$ cat src/rtl/core/mrrf_pkg.sv
// Shared types, constants and the CRC-16/Modbus byte update for the request framer.
// No dependencies.
package mrrf_pkg;

   localparam logic [7:0]  FC_WRITE_MULTIPLE = 8'h10;
   localparam logic [7:0]  FC_WRITE_SINGLE   = 8'h06;
   localparam logic [15:0] CRC_INIT          = 16'hFFFF;
   localparam logic [15:0] CRC_POLY          = 16'hA001;
   localparam logic [7:0]  MULTI_COUNT       = 8'h02;
   localparam logic [7:0]  MULTI_BYTE_COUNT  = 8'h04;

   localparam logic [3:0]  LEN_READ   = 4'd8;
   localparam logic [3:0]  LEN_MULTI  = 4'd13;
   localparam logic [3:0]  LEN_SINGLE = 4'd8;
   localparam logic [3:0]  LEN_BARE   = 4'd6;

   localparam logic MODE_READ = 1'b0;

   // Byte positions within a frame
   localparam logic [3:0] POS_SLAVE  = 4'd0;
   localparam logic [3:0] POS_FC     = 4'd1;
   localparam logic [3:0] POS_REG_HI = 4'd2;
   localparam logic [3:0] POS_REG_LO = 4'd3;
   localparam logic [3:0] POS_BODY0  = 4'd4;
   localparam logic [3:0] POS_BODY1  = 4'd5;
   localparam logic [3:0] POS_BODY2  = 4'd6;
   localparam logic [3:0] POS_BODY3  = 4'd7;
   localparam logic [3:0] POS_BODY4  = 4'd8;
   localparam logic [3:0] POS_BODY5  = 4'd9;

   typedef struct packed {
      logic        mode;
      logic [7:0]  function_code;
      logic [7:0]  unit_address;
      logic [15:0] register_number;
      logic [15:0] register_count;
      logic [31:0] write_value;
   } req_type;

   typedef struct packed {
      logic [7:0] frame_byte;
      logic       last_byte;
   } rsp_type;

   typedef enum logic [1:0] {
      KIND_READ   = 2'd0,
      KIND_MULTI  = 2'd1,
      KIND_SINGLE = 2'd2,
      KIND_BARE   = 2'd3
   } frame_kind_type;

   typedef enum logic [1:0] {
      ST_IDLE = 2'b01,
      ST_SEND = 2'b10
   } state_type;

   // Controller to datapath
   typedef struct packed {
      logic       load;
      logic       emit;
      logic [3:0] index;
   } ctl_cmd_type;

   // Datapath to controller
   typedef struct packed {
      logic slot_free;
      logic last_index;
   } dp_status_type;

   function automatic logic [15:0] crc_byte_update(input logic [15:0] crc,
                                                   input logic [7:0]  data);
      logic [15:0] c;
      c = crc ^ {8'h00, data};
      for (int i = 0; i < 8; i++) begin
         if (c[0]) begin
            c = (c >> 1) ^ CRC_POLY;
         end else begin
            c = c >> 1;
         end
      end
      return c;
   endfunction

   function automatic logic [3:0] frame_length(input frame_kind_type kind);
      logic [3:0] len;
      unique case (kind)
         KIND_READ:   len = LEN_READ;
         KIND_MULTI:  len = LEN_MULTI;
         KIND_SINGLE: len = LEN_SINGLE;
         default:     len = LEN_BARE;
      endcase
      return len;
   endfunction

endpackage

$ cat src/rtl/core/mrrf_ctrl.sv
// Sequencer for the request framer: accepts a request, then steps the byte index.
// Depends on mrrf_pkg.
module mrrf_ctrl
   import mrrf_pkg::*;
(
   input  logic          clock,
   input  logic          reset,
   input  logic          req_valid,
   output logic          req_ready,
   input  dp_status_type status,
   output ctl_cmd_type   cmd
);

   state_type  state_ff, state_in;
   logic [3:0] index_ff, index_in;
   logic       accept;
   logic       emit;

   assign req_ready = (state_ff == ST_IDLE);
   assign accept    = req_valid && req_ready;
   assign emit      = (state_ff == ST_SEND) && status.slot_free;

   always_comb begin
      state_in = state_ff;
      index_in = index_ff;
      unique case (state_ff)
         ST_IDLE: begin
            if (accept) begin
               state_in = ST_SEND;
               index_in = '0;
            end
         end
         ST_SEND: begin
            if (emit) begin
               index_in = index_ff + 4'd1;
               if (status.last_index) begin
                  state_in = ST_IDLE;
               end
            end
         end
         default: begin
            state_in = ST_IDLE;
         end
      endcase
   end

   always_ff @(posedge clock) begin
      if (reset) begin
         state_ff <= ST_IDLE;
         index_ff <= '0;
      end else begin
         state_ff <= state_in;
         index_ff <= index_in;
      end
   end

   assign cmd.load  = accept;
   assign cmd.emit  = emit;
   assign cmd.index = index_ff;

endmodule

$ cat src/rtl/core/mrrf_datapath.sv
// Request holding registers, frame byte select, running CRC and output register.
// Depends on mrrf_pkg.
module mrrf_datapath
   import mrrf_pkg::*;
(
   input  logic          clock,
   input  logic          reset,
   input  req_type       req_data,
   input  ctl_cmd_type   cmd,
   output dp_status_type status,
   output logic          rsp_valid,
   input  logic          rsp_ready,
   output rsp_type       rsp_data
);

   frame_kind_type kind_ff, kind_in;
   logic [7:0]  slave_ff, fc_ff;
   logic [15:0] reg_addr_ff, count_ff, crc_ff;
   logic [31:0] value_ff;
   logic        rsp_valid_ff;
   rsp_type     rsp_data_ff;

   logic [3:0]  frame_len;
   logic        is_crc_lo, is_crc_hi;
   logic [7:0]  body_byte, next_byte;

   always_comb begin
      if (req_data.mode == MODE_READ) begin
         kind_in = KIND_READ;
      end else if (req_data.function_code == FC_WRITE_MULTIPLE) begin
         kind_in = KIND_MULTI;
      end else if (req_data.function_code == FC_WRITE_SINGLE) begin
         kind_in = KIND_SINGLE;
      end else begin
         kind_in = KIND_BARE;
      end
   end

   always_ff @(posedge clock) begin
      if (cmd.load) begin
         kind_ff     <= kind_in;
         slave_ff    <= req_data.unit_address;
         fc_ff       <= req_data.function_code;
         reg_addr_ff <= req_data.register_number - 16'd1;   // one-based to wire address
         count_ff    <= req_data.register_count;
         value_ff    <= req_data.write_value;
      end
   end

   assign frame_len = frame_length(kind_ff);
   assign is_crc_hi = (cmd.index == frame_len - 4'd1);
   assign is_crc_lo = (cmd.index == frame_len - 4'd2);

   always_comb begin
      body_byte = 8'h00;
      case (kind_ff)
         KIND_READ:   body_byte = (cmd.index == POS_BODY0) ? count_ff[15:8] : count_ff[7:0];
         KIND_SINGLE: body_byte = (cmd.index == POS_BODY0) ? value_ff[15:8] : value_ff[7:0];
         KIND_MULTI: begin
            case (cmd.index)
               POS_BODY0: body_byte = 8'h00;
               POS_BODY1: body_byte = MULTI_COUNT;
               POS_BODY2: body_byte = MULTI_BYTE_COUNT;
               POS_BODY3: body_byte = value_ff[31:24];
               POS_BODY4: body_byte = value_ff[23:16];
               POS_BODY5: body_byte = value_ff[15:8];
               default:   body_byte = value_ff[7:0];
            endcase
         end
         default:     body_byte = 8'h00;
      endcase
   end

   always_comb begin
      if (is_crc_hi) begin
         next_byte = crc_ff[15:8];
      end else if (is_crc_lo) begin
         next_byte = crc_ff[7:0];
      end else begin
         case (cmd.index)
            POS_SLAVE:  next_byte = slave_ff;
            POS_FC:     next_byte = fc_ff;
            POS_REG_HI: next_byte = reg_addr_ff[15:8];
            POS_REG_LO: next_byte = reg_addr_ff[7:0];
            default:    next_byte = body_byte;
         endcase
      end
   end

   // CRC covers every byte ahead of the two CRC bytes
   always_ff @(posedge clock) begin
      if (cmd.load) begin
         crc_ff <= CRC_INIT;
      end else if (cmd.emit && !is_crc_lo && !is_crc_hi) begin
         crc_ff <= crc_byte_update(crc_ff, next_byte);
      end
   end

   always_ff @(posedge clock) begin
      if (reset) begin
         rsp_valid_ff <= 1'b0;
      end else if (cmd.emit) begin
         rsp_valid_ff <= 1'b1;
      end else if (rsp_ready) begin
         rsp_valid_ff <= 1'b0;
      end
   end

   always_ff @(posedge clock) begin
      if (cmd.emit) begin
         rsp_data_ff.frame_byte <= next_byte;
         rsp_data_ff.last_byte  <= is_crc_hi;
      end
   end

   assign status.slot_free  = !rsp_valid_ff || rsp_ready;
   assign status.last_index = is_crc_hi;
   assign rsp_valid         = rsp_valid_ff;
   assign rsp_data          = rsp_data_ff;

endmodule

$ cat src/rtl/core/modbus_rtu_request_framer.sv
// Modbus RTU request framer: one request item in, 6, 8 or 13 frame byte items out.
// After a request is accepted the sequencer enters its send state; the first byte is then registered at the output.
// Throughput: one byte per cycle while rsp_ready is high, through the single output register;
// a new request is accepted once the byte sequencer has issued the last byte of a frame.
// Reset clears the sequencer and the output valid; no request is held across reset.
// Depends on mrrf_pkg, mrrf_ctrl, mrrf_datapath.
module modbus_rtu_request_framer
   import mrrf_pkg::*;
(
   input  logic    clock,
   input  logic    reset,
   input  logic    req_valid,
   output logic    req_ready,
   input  req_type req_data,
   output logic    rsp_valid,
   input  logic    rsp_ready,
   output rsp_type rsp_data
);

   ctl_cmd_type   cmd;
   dp_status_type status;

   mrrf_ctrl u_ctrl (
      .clock     (clock),
      .reset     (reset),
      .req_valid (req_valid),
      .req_ready (req_ready),
      .status    (status),
      .cmd       (cmd)
   );

   mrrf_datapath u_datapath (
      .clock     (clock),
      .reset     (reset),
      .req_data  (req_data),
      .cmd       (cmd),
      .status    (status),
      .rsp_valid (rsp_valid),
      .rsp_ready (rsp_ready),
      .rsp_data  (rsp_data)
   );

endmodule

$ cat config.mk
export PLATFORM = sky130hd
export DESIGN_NAME = modbus_rtu_request_framer
export DESIGN_NICKNAME = d
export VERILOG_FILES = /design/src/rtl/core/mrrf_pkg.sv /design/src/rtl/core/mrrf_ctrl.sv /design/src/rtl/core/mrrf_datapath.sv /design/src/rtl/core/modbus_rtu_request_framer.sv
export SDC_FILE = /design/constraint.sdc
export NUM_CORES = 1
export LEC_CHECK = 0
export BUFFER_PORTS_ARGS = -buffer_cell sky130_fd_sc_hd__buf_2
export CORE_UTILIZATION = 56
export CTS_BUF_LIST = sky130_fd_sc_hd__clkbuf_16
export DETAILED_ROUTE_END_ITERATION = 8
export PLACE_DENSITY = 0.8
export SYNTH_ARGS = -nofsm -noshare
export SYNTH_HDL_FRONTEND = slang
export SYNTH_HIERARCHICAL = 1
export SYNTH_SLANG_ARGS = --single-unit
$ cat constraint.sdc
create_clock -name clock -period 4.6 [get_ports clock]
set_input_delay 0.92 -clock clock [delete_from_list [all_inputs] [get_ports clock]]
set_output_delay 0.92 -clock clock [all_outputs]
set_load 0.02 [all_outputs]
==> flow_summary.toml <==
[global_routing]
grt_pass1_wl_mm = 20.4
grt_overflow_total = 0
grt_max_degree = 66
antenna_found_initial = 0
grt_usage = 0.268
grt_pass1_vias = 4023

[yosys]
yosysTopAreaCell = "edfxtp_1"
synth_cells = 449
ys_seq_elements = 114
synth_area_sq_um = 5650
synth_top_area_share = 0.483
synthDistinctLibCells = 72
synth-edff-count = 91
avgSynthCellArea_sq_um = 12.6
syn_nets = 536
synth_ff_type = "edfxtp_1"
yosys_warnings = 6
ys_seq_area_frac = 0.565
async_flop_share = 0
synth_area_leaders = "edfxtp_1 48%, dfxtp_1 8.1%, xor2_1 3.6%, mux2i_1 2.5%, mux4_2 2.4%"

[placement]
dp.cells = 658
finalWeightedCongestion = 0.899
dp_hpwl_mm = 9.02
port_buffers = 95

[critical_path]
worstPathRequired_ns = 4.90
critical_path.max_fanout = 17
start_kind = "register"
arrival_ns = 4.26
critical_path_class = "reg -> reg"
cp-end-kind = "register"

[die]
initial_core_util = 0.578
core_sq_um = 9770
placementRows = 36
design.portCount = 96
die_h_microns = 102
die-area_sq_um = 10500
fp.dieW_microns = 102

[timing]
hold_viol_final = 0
setup-tns-final_ns = 0
period_minus_slack_ns = 3.96
slew_viol_final = 0
fin_crit_sh = 0.862
rsz0062_at_grt = "no"
clock.fmax_ghz = 0.252
maxSlewHeadroom = 0.340
tightest_slew_ns = 0.988
setup_viol = 0
finClkSkew_ns = 0.00925

[pwr]
peakVddDrop_uv = 329
power_density_nw_per_um2 = 401
leakage_nw = 2.53

[routing]
drt_first_iter_violations = 308
routed_wl_mm = 13.0
drc = 0
drtAntennaViolNets = 0
drt-pass1-iter-count = 5
via_per_inst = 5.97
wire_per_inst_microns = 18.8
dr_total_vias = 4120

[cells_and_area]
n_fill_cell = 701
final_cells = 690
nets = 631
n_antenna_cell = 0
post-route-util = 0.692
drive_gt1_frac = 0.293
layout-area-overhead-vs-synth_pct = 19.6

[min_path]
min_path_type = "reg -> reg"

[cts]
clock_latency_ns = 0.41
cts-resized-gates = 0
cts_tree = "built"
cts_buffer_depth = 2
clkSinkCount = 114
path_clk_slew_ns = 0.05
cts-buffers-inserted = 17
ctsRootBufferMaster = "clkbuf_16"
cts_setup_buffers = 0
htreeDepth = 4
cts.hold.buffers_added = 0

[outcome]
status = "finished, final reports clean"

[flow_run]
drv_cap = 0
-- worst max-delay path, stage by stage, from the launching register on --
cell and delay [ns]:
dfxtp_1 0.57, nor4b_4 0.60, buf_4 0.29, mux2i_1 0.24, o22ai_1 0.12, a211oi_1 0.44
a221oi_1 0.17, a31oi_2 0.29, xnor2_1 0.19, xnor3_2 0.40, xor2_2 0.20, nor2_1 0.06
a211o_1 0.29
-- where the power goes --
group          switching (W)  internal [W]  leakage, nW
clock               0.000468      0.000733        0.250
combinational       0.000152      0.000125         1.23
sequential         0.0000384       0.00119         1.05
-- worst paths after layout --
path	from	end	slack, ns	cells after the start
max reg2reg	u_ctrl/index_ff[1]	u_datapath/crc_ff[15]	0.64	12
min reg2reg	u_datapath/crc_ff[7]	u_datapath/crc_ff[7]	0.49	1
max	u_ctrl/index_ff[1]	u_datapath/crc_ff[15]	0.64	12
min	u_datapath/crc_ff[7]	u_datapath/crc_ff[7]	0.49	1
-- cells in the final DEF, fill, tap and decap left out, types with 4 or more instances in the layout --
cell	count
a221oi_1	5
a21oi_1	16
mux2i_1	14
edfxtp_1	91
and3_1	4
clkinv_2	4
nor3_1	13
o21ai_1	4
a211o_1	14
xnor2_1	7
nor4_1	4
mux4_2	6
nor2_1	32
mux4_1	5
dfxtp_1	23
nand2_1	28
inv_1	15
clkinvlp_4	6
clkbuf_16	17
buf_4	6
nand2b_1	10
a31oi_1	5
o21ai_0	16
buf_2	95
mux2_2	4
nand3_1	10
a22oi_1	4
nor2b_1	4
xor2_1	23
-- metal layers --
layer | routed length (microns) | vias to the layer above | track usage
li1 | - | 1910 | -
met4 | 264 | 0 | 0.115
met1 | 5400 | 1984 | 0.333
met3 | 863 | 27 | 0.0657
met2 | 6430 | 199 | 0.445
met5 | 0 | - | 0
-- through the flow --
stage | total power (W) | hold slack (ns) | worst slack [ns] | area (sq um)
after floorplan | 0.00143 | 0.453 | 1.32 | 5650
after global placement | 0.00152 | 0.466 | 0.849 | 6220
after detailed placement | 0.00153 | 0.473 | 0.720 | 6220
after CTS | 0.00272 | 0.494 | 0.711 | 6760
after global routing | 0.00280 | 0.514 | 0.411 | 6760
final | 0.00271 | 0.490 | 0.635 | 6760
-- cells by family after synthesis --
kind of cell	count (synthesis)	share of synthesized area
buffers and inverters	42	0.0363
adder cells (fa/ha/maj)	2	0.00443
AO/OA/AOI/OAI	99	0.133
XOR/XNOR	32	0.0536
AND/OR/NAND/NOR	131	0.128
multiplexers	29	0.0799
flip-flops	114	0.565
-- registers in the layout, indices dropped and copies added (netlist names) --
signal	flops
u_ctrl/index_ff	4
u_ctrl/state_ff	2
u_datapath/count_ff	16
u_datapath/crc_ff	16
u_datapath/fc_ff	8
u_datapath/kind_ff	2
u_datapath/reg_addr_ff	16
u_datapath/rsp_data	9
u_datapath/rsp_valid	1
u_datapath/slave_ff	8
u_datapath/value_ff	32
-- Yosys cell counts (all sizes together) (4+ instances only) --
cell / count
nand2: 28
nor2: 32
mux4: 11
a211o: 14
nor3: 13
inv: 16
xnor2: 7
edfxtp: 91
nor4: 4
mux2: 4
mux2i: 14
o21ai: 20
nand2b: 10
dfxtp: 23
nand3: 10
o22ai: 6
nor2b: 5
a22oi: 5
a31oi: 7
clkbuf: 8
buf: 18
a21oi: 16
and3: 4
a221oi: 5
xor2: 24
-- final cells by class --
class | instances | area, sq um | area share
clock buffer | 17 | 425 | 0.0629
clock inverter | 15 | 119 | 0.0176
inverter | 16 | 61.3 | 0.00907
multi-input combinational | 293 | 2260 | 0.334
sequential | 114 | 3190 | 0.472
tap | 133 | 166 | 0.0246
timing repair buffer | 102 | 541 | 0.0799
No activity file was read; power rests on OpenSTA's default activity.
